===== config.mk =====
export PLATFORM = sky130hd
export DESIGN_NAME = serial_to_radio_packetizer
export DESIGN_NICKNAME = d
export VERILOG_FILES = /design/src/hw/rtl/srp_pkg.sv /design/src/hw/rtl/serial_to_radio_packetizer.sv
export SDC_FILE = /design/constraint.sdc
export NUM_CORES = 1
export LEC_CHECK = 0
export BUFFER_PORTS_ARGS = -buffer_cell sky130_fd_sc_hd__buf_2
export CAP_MARGIN = 5
export CORE_AREA = 10 10 159 161
export CTS_BUF_LIST = sky130_fd_sc_hd__clkbuf_16
export DETAILED_ROUTE_END_ITERATION = 10
export DIE_AREA = 0 0 169 171
export GPL_ROUTABILITY_DRIVEN = 0
export PLACE_DENSITY_LB_ADDON = 0.15
export SLEW_MARGIN = 40
export SYNTH_ARGS = -nofsm -noshare
export SYNTH_HDL_FRONTEND = slang
export SYNTH_SLANG_ARGS = --single-unit

===== constraint.sdc =====
create_clock -name clock -period 8.8 [get_ports clock]
set_input_delay 0 -clock clock [delete_from_list [all_inputs] [get_ports clock]]
set_output_delay 0 -clock clock [all_outputs]
set_load 0.005 [all_outputs]

===== src/hw/rtl/srp_pkg.sv =====
// srp_pkg: shared widths and reset constants for the serial-to-radio packetizer.
// No dependencies.
package srp_pkg;

   localparam int BYTE_W = 8;
   localparam int IDX_W  = 5;
   localparam int ADDR_W = 24;

   localparam logic [ADDR_W-1:0] DEST_RESET = 24'h0F0101;

   // reciprocal scale for the count-mod-packet split
   localparam int RECIP_SHIFT = 16;

endpackage


===== src/hw/rtl/serial_to_radio_packetizer.sv =====
// serial_to_radio_packetizer: collects serial bytes into header and code packets in a
// one-port payload RAM and streams each finished packet out beat by beat.
// Depends on srp_pkg.
//
//   channel | direction | handshake            | payload
//   req     | in        | req_valid/req_stall  | req_serial_byte
//   rsp     | out       | rsp_valid/rsp_stall  | packet, index, flags, destination
//   csr     | in        | csr_wr_en            | csr_wr_data (destination address)
//
// A byte that completes no packet leaves req unstalled. A byte that completes a packet starts
// a readout of PACKET_BYTES beats from the payload RAM, one RAM read per cycle, and req is
// stalled until every beat is issued. A rsp stall holds the readout in place. Reset clears the
// phase, count, beat counter and valid flags and loads DEST_RESET; the RAM needs no clearing pass.
module serial_to_radio_packetizer
   import srp_pkg::*;
#(
   parameter int PACKET_BYTES   = 28,
   parameter int COUNT_POSITION = 3
) (
   input  logic              clock,
   input  logic              reset,

   input  logic              req_valid,
   output logic              req_stall,
   input  logic [BYTE_W-1:0] req_serial_byte,

   output logic              rsp_valid,
   input  logic              rsp_stall,
   output logic [BYTE_W-1:0] rsp_packet_byte,
   output logic [IDX_W-1:0]  rsp_byte_index,
   output logic              rsp_is_header,
   output logic              rsp_last,
   output logic [ADDR_W-1:0] rsp_destination,
   output logic              rsp_enter_receive,

   input  logic              csr_wr_en,
   input  logic [ADDR_W-1:0] csr_wr_data
);

   localparam int PW    = $clog2(PACKET_BYTES + 1);
   localparam int IW    = $clog2(PACKET_BYTES);
   localparam int PRODW = BYTE_W + RECIP_SHIFT;
   localparam int MULT  = ((1 << RECIP_SHIFT) + PACKET_BYTES - 1) / PACKET_BYTES;

   logic [BYTE_W-1:0] payload_mem [PACKET_BYTES];

   logic [ADDR_W-1:0] dest_ff, dest_in;
   logic [PW-1:0]     hp_ff, hp_in;
   logic [BYTE_W-1:0] cnt_ff, cnt_in;
   logic [IW-1:0]     rmod_ff, rmod_in;
   logic [BYTE_W-1:0] q_ff, q_in;
   logic              load_ff, load_in;
   logic [PW-1:0]     emit_left_ff, emit_left_in;
   logic [IW-1:0]     rd_idx_ff, rd_idx_in;
   logic              emit_hdr_ff, emit_hdr_in;
   logic              pend_ff, pend_in;
   logic [IW-1:0]     pend_idx_ff;
   logic              pend_hdr_ff;
   logic [BYTE_W-1:0] mem_q_ff;
   logic              rsp_valid_ff, rsp_valid_in;
   logic [BYTE_W-1:0] rsp_byte_ff;
   logic [IW-1:0]     rsp_idx_ff;
   logic              rsp_hdr_ff;
   logic              rsp_last_ff;
   logic [ADDR_W-1:0] rsp_dest_ff;

   logic              accept, hdr_phase, latch, hdr_done;
   logic [BYTE_W-1:0] count_eff;
   logic              wr_en;
   logic [IW-1:0]     wr_addr;
   logic              move, issue;
   logic [PRODW-1:0]  prod;
   logic [BYTE_W-1:0] qp;
   logic [BYTE_W-1:0] rem_full;

   assign req_stall = (emit_left_ff != '0);
   assign accept    = req_valid && !req_stall;
   assign hdr_phase = (hp_ff != PW'(PACKET_BYTES));
   assign latch     = hdr_phase && (hp_ff == PW'(COUNT_POSITION));
   assign hdr_done  = (hp_ff == PW'(PACKET_BYTES - 1));
   assign count_eff = latch ? req_serial_byte : cnt_ff;

   assign prod     = PRODW'(req_serial_byte) * PRODW'(MULT);
   assign qp       = q_ff * BYTE_W'(PACKET_BYTES);
   assign rem_full = cnt_ff - qp;

   assign move  = pend_ff && (!rsp_valid_ff || !rsp_stall);
   assign issue = (emit_left_ff != '0) && (!pend_ff || move);

   always_comb begin
      dest_in      = csr_wr_en ? csr_wr_data : dest_ff;
      hp_in        = hp_ff;
      cnt_in       = cnt_ff;
      rmod_in      = rmod_ff;
      q_in         = q_ff;
      load_in      = 1'b0;
      emit_left_in = emit_left_ff;
      rd_idx_in    = rd_idx_ff;
      emit_hdr_in  = emit_hdr_ff;
      wr_en        = 1'b0;
      wr_addr      = hp_ff[IW-1:0];

      if (load_ff) begin
         rmod_in = rem_full[IW-1:0];
      end

      if (issue) begin
         emit_left_in = emit_left_ff - PW'(1);
         rd_idx_in    = rd_idx_ff + IW'(1);
      end

      if (accept) begin
         wr_en = 1'b1;
         if (hdr_phase) begin
            if (latch) begin
               cnt_in  = req_serial_byte;
               q_in    = prod[PRODW-1:RECIP_SHIFT];
               load_in = 1'b1;
            end
            if (hdr_done) begin
               hp_in        = (count_eff == '0) ? '0 : PW'(PACKET_BYTES);
               emit_left_in = PW'(PACKET_BYTES);
               rd_idx_in    = '0;
               emit_hdr_in  = 1'b1;
            end else begin
               hp_in = hp_ff + PW'(1);
            end
         end else begin
            cnt_in = cnt_ff - BYTE_W'(1);
            if (rmod_ff == '0) begin
               wr_addr = '0;
               rmod_in = IW'(PACKET_BYTES - 1);
            end else begin
               wr_addr = IW'(PACKET_BYTES) - rmod_ff;
               rmod_in = rmod_ff - IW'(1);
            end
            if (cnt_in == '0) begin
               hp_in = '0;
            end
            if (rmod_ff == IW'(1)) begin
               emit_left_in = PW'(PACKET_BYTES);
               rd_idx_in    = '0;
               emit_hdr_in  = 1'b0;
            end
         end
      end

      if (issue) begin
         pend_in = 1'b1;
      end else if (move) begin
         pend_in = 1'b0;
      end else begin
         pend_in = pend_ff;
      end

      if (move) begin
         rsp_valid_in = 1'b1;
      end else if (rsp_stall) begin
         rsp_valid_in = rsp_valid_ff;
      end else begin
         rsp_valid_in = 1'b0;
      end
   end

   always_ff @(posedge clock) begin
      if (reset) begin
         dest_ff      <= DEST_RESET;
         hp_ff        <= '0;
         cnt_ff       <= '0;
         load_ff      <= 1'b0;
         emit_left_ff <= '0;
         pend_ff      <= 1'b0;
         rsp_valid_ff <= 1'b0;
      end else begin
         dest_ff      <= dest_in;
         hp_ff        <= hp_in;
         cnt_ff       <= cnt_in;
         load_ff      <= load_in;
         emit_left_ff <= emit_left_in;
         pend_ff      <= pend_in;
         rsp_valid_ff <= rsp_valid_in;
      end
   end

   always_ff @(posedge clock) begin
      rmod_ff     <= rmod_in;
      q_ff        <= q_in;
      rd_idx_ff   <= rd_idx_in;
      emit_hdr_ff <= emit_hdr_in;
      if (issue) begin
         pend_idx_ff <= rd_idx_ff;
         pend_hdr_ff <= emit_hdr_ff;
      end
      if (move) begin
         rsp_byte_ff <= mem_q_ff;
         rsp_idx_ff  <= pend_idx_ff;
         rsp_hdr_ff  <= pend_hdr_ff;
         rsp_last_ff <= (pend_idx_ff == IW'(PACKET_BYTES - 1));
         rsp_dest_ff <= dest_ff;
      end
   end

   // reads and writes never share a cycle: req is stalled while beats are issued
   always_ff @(posedge clock) begin
      if (wr_en) begin
         payload_mem[wr_addr] <= req_serial_byte;
      end
      if (issue) begin
         mem_q_ff <= payload_mem[rd_idx_ff];
      end
   end

   assign rsp_valid         = rsp_valid_ff;
   assign rsp_packet_byte   = rsp_byte_ff;
   assign rsp_byte_index    = IDX_W'(rsp_idx_ff);
   assign rsp_is_header     = rsp_hdr_ff;
   assign rsp_last          = rsp_last_ff;
   assign rsp_destination   = rsp_dest_ff;
   assign rsp_enter_receive = rsp_last_ff;

`ifndef NO_ASSERTIONS
   a_last_index: assert property (@(posedge clock) disable iff (reset)
      rsp_valid && rsp_last |-> rsp_byte_index == IDX_W'(PACKET_BYTES - 1))
      else $error("last beat at wrong index");

   a_pend_hold: assert property (@(posedge clock) disable iff (reset)
      pend_ff && !move |=> pend_ff && $stable(mem_q_ff) && $stable(pend_idx_ff))
      else $error("pending RAM beat lost");

   a_code_count: assert property (@(posedge clock) disable iff (reset)
      hp_ff == PW'(PACKET_BYTES) |-> cnt_ff != '0)
      else $error("code phase with zero count");

   a_rmod_range: assert property (@(posedge clock) disable iff (reset)
      hp_ff == PW'(PACKET_BYTES) && !load_ff |-> rmod_ff < IW'(PACKET_BYTES))
      else $error("slot remainder out of range");
`endif

endmodule


== Yosys cells after proc, flatten, opt, wreduce, memory -nomap -nowiden ==
Memories as Yosys holds them, arrays and structs flattened. A register that Yosys moved wholly into a read port is not among the register bits.
Index checks and enable logic that the tools add are counted.

* Reductions and logical operators: 21
* Equal/unequal tests: 7
* $mul: 2
* Bitwise operators: 2
* Add/sub/neg operators: 7
* Mux-type cells: 34

{| class="wikitable"
|+ Operator list
! operator !! number
|-
| two-way mux 5 bit || 21
|-
| multiplier 8 x 12 -> 20 bit (second input constant) || 1
|-
| logical NOT 8 bit || 2
|-
| two-way mux 8 bit || 2
|-
| two-way mux 1 bit || 11
|-
| adder 5 x 1 -> 5 bit (second input constant) || 2
|-
| equality test 5 bit (second input constant) || 2
|-
| subtractor 5 x 1 -> 5 bit (second input constant) || 2
|-
| subtractor 8 x 1 -> 8 bit (second input constant) || 1
|-
| AND reduction 3 bit || 2
|-
| nonzero test 2 bit || 3
|-
| equality test 5 x 1 -> 1 bit (second input constant) || 1
|-
| equality test 5 x 2 -> 1 bit (second input constant) || 1
|-
| logical NOT 5 bit || 1
|-
| inequality test 5 bit (second input constant) || 1
|-
| nonzero test 5 bit || 1
|-
| subtractor 5 bit || 1
|-
| subtractor 5 bit (first input constant) || 1
|-
| logical AND 1 bit || 4
|-
| logical NOT 1 bit || 4
|-
| multiplier 4 x 3 -> 3 bit (second input constant) || 1
|-
| inequality test 2 x 1 -> 1 bit (second input constant) || 2
|-
| OR reduction 3 bit || 1
|-
| logical OR 1 bit || 2
|-
| 2 further kinds || 3
|}

* Output and inout bits: 42
* Register bits: 105
* Memories: 1
* Memory bits (writable): 224
* Logic and storage cells: 92
* Input bits: 37

{| class="wikitable"
|+ Memories
! memory !! words !! width !! rd ports !! clocked after memory_dff !! write ports !! RTL line !! source
|-
| payload_mem || 28 || 8 || 1 || 1 || 1 || serial_to_radio_packetizer.sv:45 || <nowiki>logic [BYTE_W-1:0] payload_mem [PACKET_BYTES];</nowiki>
|}

== Logic depth before layout (Yosys ltp) ==
Gate-level depths: netlist of the first run.

* Depth in word-level cells: 9
* Gate-level depth with buffers: 12

== Worst setup path after synthesis of the first run ==
Ideal clock, no wire load.

* Kind: reg-to-reg
* Start point: register pend_ff
* End point: register rsp_idx_ff[0], in the netlist rsp_byte_index[0] (enable)
* Arrival time: 3.213 ns
* Period minus slack after synthesis: 3.708 ns
* Path slack: 5.092 ns
* Cell stages (with the launch flop): 2
* Data required time: 8.305 ns
* Cell sequence: dfxtp_1 > a21boi_0

* Cells in the longest elaborated chain, start to end: 1

{| class="wikitable"
|+ RTL lines
! item !! RTL line !! source
|-
| start, declared || serial_to_radio_packetizer.sv:56 || <nowiki>logic pend_ff, pend_in;</nowiki>
|-
| start signal, assigned || serial_to_radio_packetizer.sv:180 || <nowiki>pend_ff <= pend_in;</nowiki>
|-
| logical AND 1 bit || serial_to_radio_packetizer.sv:87 || <nowiki>assign move = pend_ff && (!rsp_valid_ff || !rsp_stall);</nowiki>
|-
| via move || serial_to_radio_packetizer.sv:71 || <nowiki>logic move, issue;</nowiki>
|-
| end signal, assigned || serial_to_radio_packetizer.sv:196 || <nowiki>rsp_idx_ff <= pend_idx_ff;</nowiki>
|-
| end, declared || serial_to_radio_packetizer.sv:62 || <nowiki>logic [IW-1:0] rsp_idx_ff;</nowiki>
|}

The timed path passes the listed nets, and every way through them passes these cells.
A chain may end at the register's enable or synchronous reset.

== Worst setup path after layout of the first run ==
* Start point: register hp_ff[0]
* End point: memory payload_mem[18][1] (enable)

* Cells in the longest elaborated chain, start to end: 3

{| class="wikitable"
|+ RTL lines
! item !! RTL line !! source
|-
| start, declared || serial_to_radio_packetizer.sv:48 || <nowiki>logic [PW-1:0] hp_ff, hp_in;</nowiki>
|-
| start signal, assigned || serial_to_radio_packetizer.sv:176 || <nowiki>hp_ff <= hp_in;</nowiki>
|-
| inequality test 5 bit || serial_to_radio_packetizer.sv:78 || <nowiki>assign hdr_phase = (hp_ff != PW'(PACKET_BYTES));</nowiki>
|-
| two-way mux 5 bit || serial_to_radio_packetizer.sv:114 || <nowiki>if (hdr_phase) begin</nowiki>
|-
| two-way mux 5 bit (*) || serial_to_radio_packetizer.sv:112 || <nowiki>if (accept) begin</nowiki>
|-
| end, declared || serial_to_radio_packetizer.sv:45 ||
|}

Mark *: on every way between the ends. The rest lies on a longest branch, timed or not.

==> results of run 1 <==
==> kinds of logic after synthesis <==
family | Yosys count
AND/OR/NAND/NOR | 178
AO/OA/AOI/OAI | 86
flip-flops | 336
multiplexers | 108
XOR/XNOR | 18
adder cells (fa/ha/maj) | 58
buffers and inverters | 84
==> registers in the layout (all words and copies together) (netlist names), 3 cells and up <==
| signal | cells |
|---|---|
| mem_q_ff | 8 |
| cnt_ff | 8 |
| rd_idx_ff | 5 |
| rsp_packet_byte | 8 |
| hp_ff | 5 |
| rmod_ff | 5 |
| emit_left_ff | 5 |
| rsp_byte_index | 5 |
| rsp_destination | 24 |
| pend_idx_ff | 5 |
| q_ff | 3 |
| dest_ff | 24 |
| payload_mem | 224 |
==> critical path: stages, from the launching register on <==
cell and delay, ns:
sky130_fd_sc_hd__dfxtp_1 0.38, sky130_fd_sc_hd__inv_1 0.15, sky130_fd_sc_hd__ha_1 0.20, sky130_fd_sc_hd__and4_1 0.61
sky130_fd_sc_hd__nand3_4 0.27, sky130_fd_sc_hd__o31a_1 0.42, sky130_fd_sc_hd__or4_4 0.57, sky130_fd_sc_hd__nor2_1 0.61
==> power by group through the flow <==
stage / Sequential, uW / Combinational [uW] / Clock, uW
floorplan: 1780 / 128 / 0
global placement: 1790 / 181 / 0
detailed placement: 1790 / 196 / 0
CTS: 1760 / 207 / 1520
global route: 1760 / 233 / 1600
finish: 1760 / 208 / 1510
==> routing by layer <==
layer | GRT usage, % | vias to the layer above | part of all wire [%]
li1 | - | 3571 | -
met1 | 27.2 | 3993 | 39
met2 | 35.0 | 415 | 49
met3 | 4.59 | 104 | 8.1
met4 | 7.77 | 0 | 3.6
met5 | 0 | - | 0
==> worst paths after layout <==
check,slack (ns),depth (start not counted),end,startpoint
max,5.21,7,payload_mem[18][1],hp_ff[0]
min,0.03,2,dest_ff[3],reset
max reg2reg,5.21,7,payload_mem[18][1],hp_ff[0]
min reg2reg,0.43,0,rsp_packet_byte[7],mem_q_ff[7]
==> layout by cell type, fill, tap and decap left out, drive strengths merged, types with 4 or more instances in the layout <==
| cell | n |
|---|---|
| xor2 | 8 |
| o21ai | 25 |
| clkbuf | 37 |
| nand2 | 32 |
| o211ai | 8 |
| clkinv | 13 |
| xnor2 | 10 |
| inv | 50 |
| or4 | 4 |
| mux4 | 64 |
| nand2b | 4 |
| fa | 8 |
| nor2 | 76 |
| dfxtp | 55 |
| dlygate4sd3 | 26 |
| a21oi | 18 |
| nand4 | 6 |
| bufinv | 6 |
| o31ai | 6 |
| nand3 | 12 |
| nor4b | 4 |
| nor3 | 18 |
| o22ai | 4 |
| mux2 | 9 |
| edfxtp | 281 |
| a211oi | 5 |
| buf | 83 |
| ha | 50 |
| mux2i | 35 |
==> layout make-up <==
| class | count | area share [%] |
|---|---|---|
| Sequential cell | 336 | 58.7 |
| Multi-Input combinational cell | 448 | 26.4 |
| Timing Repair Buffer | 110 | 4.43 |
| Inverter | 41 | 0.946 |
| Tap cell | 285 | 2.19 |
| Clock inverter | 28 | 1.78 |
| Clock buffer | 36 | 5.54 |
==> cell usage after synthesis, types with 3 or more instances <==
cell                       number
sky130_fd_sc_hd__and3_1         3
sky130_fd_sc_hd__inv_1         41
sky130_fd_sc_hd__a21oi_1       16
sky130_fd_sc_hd__or4_4          3
sky130_fd_sc_hd__nor4b_1        3
sky130_fd_sc_hd__o21ai_0       22
sky130_fd_sc_hd__nor3_1        18
sky130_fd_sc_hd__o22ai_1        4
sky130_fd_sc_hd__edfxtp_1     281
sky130_fd_sc_hd__xor2_1         8
sky130_fd_sc_hd__a211oi_1       5
sky130_fd_sc_hd__mux2_2         9
sky130_fd_sc_hd__mux4_2        64
sky130_fd_sc_hd__nand2b_1       4
sky130_fd_sc_hd__buf_1          4
sky130_fd_sc_hd__or3_1          3
sky130_fd_sc_hd__nand4b_1       3
sky130_fd_sc_hd__ha_1          50
sky130_fd_sc_hd__nor2_1        76
sky130_fd_sc_hd__buf_2          8
sky130_fd_sc_hd__o21ai_1        3
sky130_fd_sc_hd__o211ai_1       8
sky130_fd_sc_hd__mux2i_1       35
sky130_fd_sc_hd__nand2_1       32
sky130_fd_sc_hd__nand3_1       11
sky130_fd_sc_hd__nand4_1        6
sky130_fd_sc_hd__dfxtp_1       55
sky130_fd_sc_hd__buf_4          4
sky130_fd_sc_hd__xnor2_1       10
sky130_fd_sc_hd__fa_1           8
sky130_fd_sc_hd__clkbuf_1      26
sky130_fd_sc_hd__o31ai_1        6
==> stage by stage <==
step,setup slack [ns],hold WS [ns]
finish,5.21,0.0274
global route,5.08,0.0456
floorplan,5.09,0.0989
global placement,5.45,0.220
CTS,5.25,0.00494
detailed placement,5.22,0.226
==> Flow_metrics.wiki, run 1 <==
{| class="wikitable"
! Metric !! Value
|-
| Max Fclk || 278 MHz
|-
| Net count of the mapped netlist || 963
|-
| Number of DRC markers after the initial detailed-route iteration || 838
|-
| Width of the die || 169 um
|-
| Setup crit start kind || flop
|-
| Fraction of the core area covered by cells at the end of the flow || 73.2%
|-
| Per-instance average area after synthesis || 16.3 sq um
|-
| Number of clock buffers inserted by TritonCTS || 35
|-
| Count of unresolved DRC violations after routing || 0
|-
| Clock tree from TritonCTS || done
|-
| FFs w/ async S/R, synth || 0%
|-
| Number of sinks driven by the clock tree || 336
|-
| Synthesis-to-layout area growth || 14.8%
|-
| First-pass iteration count of the detailed router || 8
|-
| Share of total power in the clock network || 43.4%
|-
| Fraction of synthesized cell area in xor and xnor cells || 1.11%
|-
| Synth top area share || 59.5%
|-
| Main synth FF type || sky130_fd_sc_hd__edfxtp_1
|-
| Post-Route WL || 30,800 um
|-
| Die extent in y || 171 um
|-
| Maximum count of clock buffers along a single path || 3
|-
| Clock edge transition at the registers on the reported setup and hold paths || 0.07 ns
|-
| Max-slew violation count || 0
|-
| Number of fill cells in the layout || 1,276
|-
| Kind of critical path || flop to flop
|-
| Via/cell ratio || 6.30
|-
| Max capacitance violation total || 0
|-
| Sequential power share || 50.6%
|-
| Maximum vdd drop || 0.000119 V
|-
| Top cells by area in the synthesized netlist || sky130_fd_sc_hd__edfxtp_1 (60%), sky130_fd_sc_hd__mux4_2 (10%), sky130_fd_sc_hd__dfxtp_1 (7.8%)
|-
| Total power consumption of the routed design || 3470 uW
|-
| Antenna Diode Count || 0
|-
| Aggregate global-route resource usage || 21.2%
|-
| Setup skew after layout || 0.0195 ns
|-
| Multiplexer share of the synthesized area || 13.4%
|-
| Count of warnings emitted by yosys || 0
|-
| P_leak || 0.00566 uW
|-
| Post-synth top area cell || sky130_fd_sc_hd__edfxtp_1
|-
| Post-cts gate resize count || 0
|-
| Detailed-placement wirelength estimate || 19,100 um
|-
| Io pins || 79
|-
| Number of buffers added to fix hold violations after cts || 26
|-
| Vias || 8,083
|-
| Pin count of the biggest net entering global routing || 61
|-
| Combinational family with the most area after synthesis || multiplexers
|-
| Data arrival time of the worst path || 3.73 ns
|-
| Share of synthesized cell area in and, or, nand and nor gates || 6.24%
|-
| H-Tree Level Count || 2
|-
| Pint || 2740 uW
|-
| Path class of the lowest-slack min-delay path || primary input to flop
|-
| Register area || 9550 sq um
|-
| Final standard cell area without fillers || 16,300 sq um
|-
| Netlist area before placement || 14,200 sq um
|-
| Total power divided by cell area || 214 nW/um^2
|-
| Required arrival time at the worst endpoint || 8.94 ns
|-
| Initial Util || 63.7%
|-
| DP Cell Count || 1,194
|-
| Antenna violations before repair || 0
|-
| Cell chosen for the clock root || sky130_fd_sc_hd__clkbuf_16
|-
| Post CTS Setup Buffer Count || 0
|-
| Slew at the pin closest to its max-slew limit || 0.803 ns
|-
| First-pass GRT wire length || 47,500 um
|-
| Number of synthesized flops with an enable pin || 281
|-
| Share of the synthesized area in compound gates (AO/OA/AOI/OAI) || 3.96%
|-
| Total net switching power || 730 uW
|-
| Post-synthesis cell count || 868
|-
| Number of different library cells in the post-synthesis netlist || 62
|-
| FF+latch count, synth || 336
|-
| Die outline area || 28,900 sq um
|-
| Net Sw Frac || 21.0%
|-
| Final standard cell count with taps included and fillers excluded || 1,284
|-
| Endpoint class of the critical path || flop
|-
| Final Net Count || 1,067
|-
| Setup violation total in the final timing report || 0
|-
| Crit share post-route || 40.8%
|-
| Final hold vios || 0
|-
| Min Tclk post-route || 3.59 ns
|-
| Unrepaired setup endpoints after global routing || no
|-
| Total negative slack || 0 ns
|-
| Adder-cell share of the synthesized area || 5.55%
|-
| Row Count || 55
|-
| Standard cell core area || 22,200 sq um
|-
| Multi-input gate area || 4300 sq um
|-
| Number of buffers added on ports || 78
|-
| Routed WL per cell || 24.0 um
|-
| Comb power frac || 6.0%
|-
| Proportion of synthesized chip area in sequential cells || 67.3%
|-
| Run status || finished clean
|-
| Max Fanout on Critical Path || 16
|-
| Clock latency at the later pin of the worst-skew pair || 0.52 ns
|-
| Number of antenna-violating nets in the routed design || 0
|-
| Number of global-route vias before repair || 8,362
|-
| Total congestion overflow || 0
|-
| Worst max-slew margin expressed relative to the limit || 46.1%
|-
| Fraction of layout cells with a size suffix above 1 || 22.5%
|-
| Placed cell areas || 14,800 sq um
|}
(Power assumes the default switching activity.)
==> run 2: changes to the inputs <==
Settings changed: ABC_AREA from default to 1, CORE_AREA 10 10 159 161 to 10 10 174 176, DIE_AREA 0 0 169 171 to 0 0 184 186.
Clock period 8.8 ns to 2.95 ns, I/O delays scaled along.
==> Flow_metrics.wiki, run 2 <==
{| class="wikitable"
! Metric !! Value
|-
| First-pass GRT wire length || 55,200 um
|-
| Top cells by area in the synthesized netlist || sky130_fd_sc_hd__edfxtp_1 (58%), sky130_fd_sc_hd__dfxtp_1 (7.5%), sky130_fd_sc_hd__nor2_1 (6.0%)
|-
| Number of buffers added on ports || 78
|-
| Run status || finished clean
|-
| Per-instance average area after synthesis || 11.1 sq um
|-
| Die extent in y || 186 um
|-
| Net count of the mapped netlist || 1,414
|-
| First-pass iteration count of the detailed router || 8
|-
| Worst setup path start || emit_left_ff[0]
|-
| Antenna Diode Count || 0
|-
| Net Sw Frac || 33.8%
|-
| Number of antenna-violating nets in the routed design || 0
|-
| Kind of critical path || flop to flop
|-
| Count of warnings emitted by yosys || 0
|-
| Clock tree from TritonCTS || done
|-
| Number of logic stages on the critical path including buffering || 11
|-
| Max capacitance violation total || 0
|-
| Logic depth of the worst register-to-register path || 11
|-
| Top library cells by usage in the layout, fill and taps aside || sky130_fd_sc_hd__edfxtp_1 (281), sky130_fd_sc_hd__nor2_1 (231), sky130_fd_sc_hd__nand2_1 (175), sky130_fd_sc_hd__o21ai_0 (154), sky130_fd_sc_hd__inv_1 (92)
|-
| Slowest cell on crit path || sky130_fd_sc_hd__nand3_2
|-
| Detailed-placement wirelength estimate || 22,800 um
|-
| H-Tree Level Count || 2
|-
| Min Tclk post-route || 2.74 ns
|-
| Data arrival time of the worst path || 2.96 ns
|-
| Most common library cell in the layout ignoring fill and taps || sky130_fd_sc_hd__edfxtp_1
|-
| Aggregate global-route resource usage || 20.7%
|-
| Post-Route WL || 35,400 um
|-
| Cell chosen for the clock root || sky130_fd_sc_hd__clkbuf_16
|-
| Buffers and inverters on the worst path || 2
|-
| Cells along the critical path || inv_1 -> ha_1 -> nand2_1 -> nor2_4 -> nand3_4 -> nor2_8 -> nand3_1 -> o21ai_0 -> nand3_2 -> nor2_1 -> buf_4
|-
| Post CTS Setup Buffer Count || 0
|-
| Max FFs per register || 224
|-
| Number of sinks driven by the clock tree || 336
|-
| Die outline area || 34,200 sq um
|-
| Routed WL per cell || 19.3 um
|-
| Post-synth top area cell || sky130_fd_sc_hd__edfxtp_1
|-
| FFs w/ async S/R, synth || 0%
|-
| Clock latency at the later pin of the worst-skew pair || 0.52 ns
|-
| Netlist area before placement || 14,600 sq um
|-
| Max-slew violation count || 0
|-
| Post-cts gate resize count || 0
|-
| Main synth FF type || sky130_fd_sc_hd__edfxtp_1
|-
| Synthesis-to-layout area growth || 17.2%
|-
| Number of DRC markers after the initial detailed-route iteration || 822
|-
| Via/cell ratio || 5.61
|-
| Clock edge transition at the registers on the reported setup and hold paths || 0.06 ns
|-
| Setup skew after layout || 0.0117 ns
|-
| Post-synthesis cell count || 1,319
|-
| Unrepaired setup endpoints after global routing || no
|-
| Final standard cell count with taps included and fillers excluded || 1,837
|-
| Crit share post-route || 92.8%
|-
| Maximum vdd drop || 0.000389 V
|-
| Share of total power in the clock network || 28.6%
|-
| Register with the highest flop count || payload_mem
|-
| Fraction of layout cells with a size suffix above 1 || 13.9%
|-
| Startpoint of the worst-slack reg-to-reg timing path || emit_left_ff[0]
|-
| Worst max-slew margin expressed relative to the limit || 50.8%
|-
| DP Cell Count || 1,738
|-
| Row Count || 60
|-
| Count of unresolved DRC violations after routing || 0
|-
| Final Net Count || 1,565
|-
| Capturing element of the worst setup path || payload_mem[3][3]
|-
| Total net switching power || 4940 uW
|-
| Total power divided by cell area || 854 nW/um^2
|-
| Setup violation total in the final timing report || 0
|-
| Setup crit start kind || flop
|-
| Initial Util || 54.6%
|-
| Max Fclk || 365 MHz
|-
| Endpoint class of the critical path || flop
|-
| Io pins || 79
|-
| Most frequent cell after synthesis || sky130_fd_sc_hd__edfxtp_1
|-
| Leading cell types by count after synthesis || sky130_fd_sc_hd__edfxtp_1 (281), sky130_fd_sc_hd__nor2_1 (232), sky130_fd_sc_hd__nand2_1 (175)
|-
| Number of clock buffers inserted by TritonCTS || 36
|-
| FF+latch count, synth || 336
|-
| Final hold vios || 0
|-
| Number of synthesized flops with an enable pin || 281
|-
| Standard cell core area || 26,700 sq um
|-
| Total negative slack || 0 ns
|-
| Worst reg2reg path endpoint || payload_mem[3][3]
|-
| Slew at the pin closest to its max-slew limit || 0.736 ns
|-
| Proportion of synthesized chip area in sequential cells || 65.3%
|-
| Max Fanout on Critical Path || 16
|-
| Number of global-route vias before repair || 10,120
|-
| P_leak || 0.00665 uW
|-
| Number of different library cells in the post-synthesis netlist || 42
|-
| Maximum count of clock buffers along a single path || 3
|-
| Sequential power share || 41.2%
|-
| Pin count of the biggest net entering global routing || 52
|-
| Cell family contributing the most delay on the critical path || simple AND/OR/NAND/NOR gates
|-
| Largest incremental delay on the critical path || 0.40 ns
|-
| Comb power frac || 30.2%
|-
| Antenna violations before repair || 0
|-
| Pint || 9680 uW
|-
| Width of the die || 184 um
|-
| Number of fill cells in the layout || 2,089
|-
| Required arrival time at the worst endpoint || 3.17 ns
|-
| Path class of the lowest-slack min-delay path || primary input to flop
|-
| Synth top area share || 57.8%
|-
| Total congestion overflow || 0
|-
| Vias || 10,310
|-
| Reg2Reg Setup Slack || 0.21 ns
|}
run 2: how the worst min path moves through the flow:
| stage | to | start | depth (start not counted) |
|---|---|---|---|
| final | dest_ff[9] | csr_wr_en | 3 |
| after floorplan | load_ff | reset | 1 |
| after detailed placement | dest_ff[17] | csr_wr_data[17] | 3 |
| after global placement | dest_ff[17] | csr_wr_data[17] | 3 |
| after global routing | dest_ff[1] | csr_wr_en | 3 |
| after CTS | dest_ff[9] | csr_wr_en | 3 |
run 2: cell type report:
cell class	count	area, sq um	share of cell area [%]
Inverter	89	337	1.97
Clock buffer	37	926	5.41
Clock inverter	27	169	0.987
Timing Repair Buffer	170	1230	7.21
Tap cell	341	427	2.49
Sequential cell	336	9540	55.8
Multi-Input combinational cell	837	4480	26.2
run 2: cells by family (layout without fill, tap and decap cells):
family | after synthesis | count (layout) | share of synthesized area [%]
buf+inv | 146 | 323 | 4.04
fa+ha+maj | 58 | 58 | 5.38
simple gates | 511 | 511 | 14.8
compound gates | 256 | 256 | 9.74
xor+xnor | 12 | 12 | 0.720
flops | 336 | 336 | 65.3
run 2: power by group through the flow:
stage	Sequential [uW]	Combinational, uW	Clock [uW]
after floorplan	6020	2830	0
after global placement	6110	4260	0
after detailed placement	6120	4370	0
after CTS	6030	4440	4250
after global routing	6080	4950	4450
final	6030	4420	4180
run 2: through the flow:
stage	util, %	power (uW)	setup slack (ns)	cell area [sq um]	hold WS [ns]
after CTS	64.0	14700	0.230	17100	0.00643
after global routing	64.0	15500	0.0625	17100	0.0470
after floorplan	-	8850	0.437	14600	0.0788
after global placement	58.5	10400	0.211	15600	0.216
final	64.0	14600	0.214	17100	0.0223
after detailed placement	58.6	10500	0.182	15700	0.214
run 2: worst register-to-register path: stages (launching register included):
cell and delay, ns:
sky130_fd_sc_hd__dfxtp_1 0.29, sky130_fd_sc_hd__inv_1 0.10, sky130_fd_sc_hd__ha_1 0.20, sky130_fd_sc_hd__nand2_1 0.10, sky130_fd_sc_hd__nor2_4 0.14, sky130_fd_sc_hd__nand3_4 0.15, sky130_fd_sc_hd__nor2_8 0.23, sky130_fd_sc_hd__nand3_1 0.13
sky130_fd_sc_hd__o21ai_0 0.24, sky130_fd_sc_hd__nand3_2 0.40, sky130_fd_sc_hd__nor2_1 0.26, sky130_fd_sc_hd__buf_4 0.19
run 2: metal layers:
layer	wire length, um	global-route usage, %	share of wire, %	vias up
met5	0	0	0	-
met4	824	6.69	2.3	0
met3	2470	3.92	7.0	61
met2	17500	35.1	49	359
met1	14600	26.2	41	4959
li1	-	-	-	4931
run 2: timing repair:
item,4_1_cts,5_1_grt
endpoints found under the setup margin,0,0
hold buffers,35,0
endpoints found under the hold margin,52,0
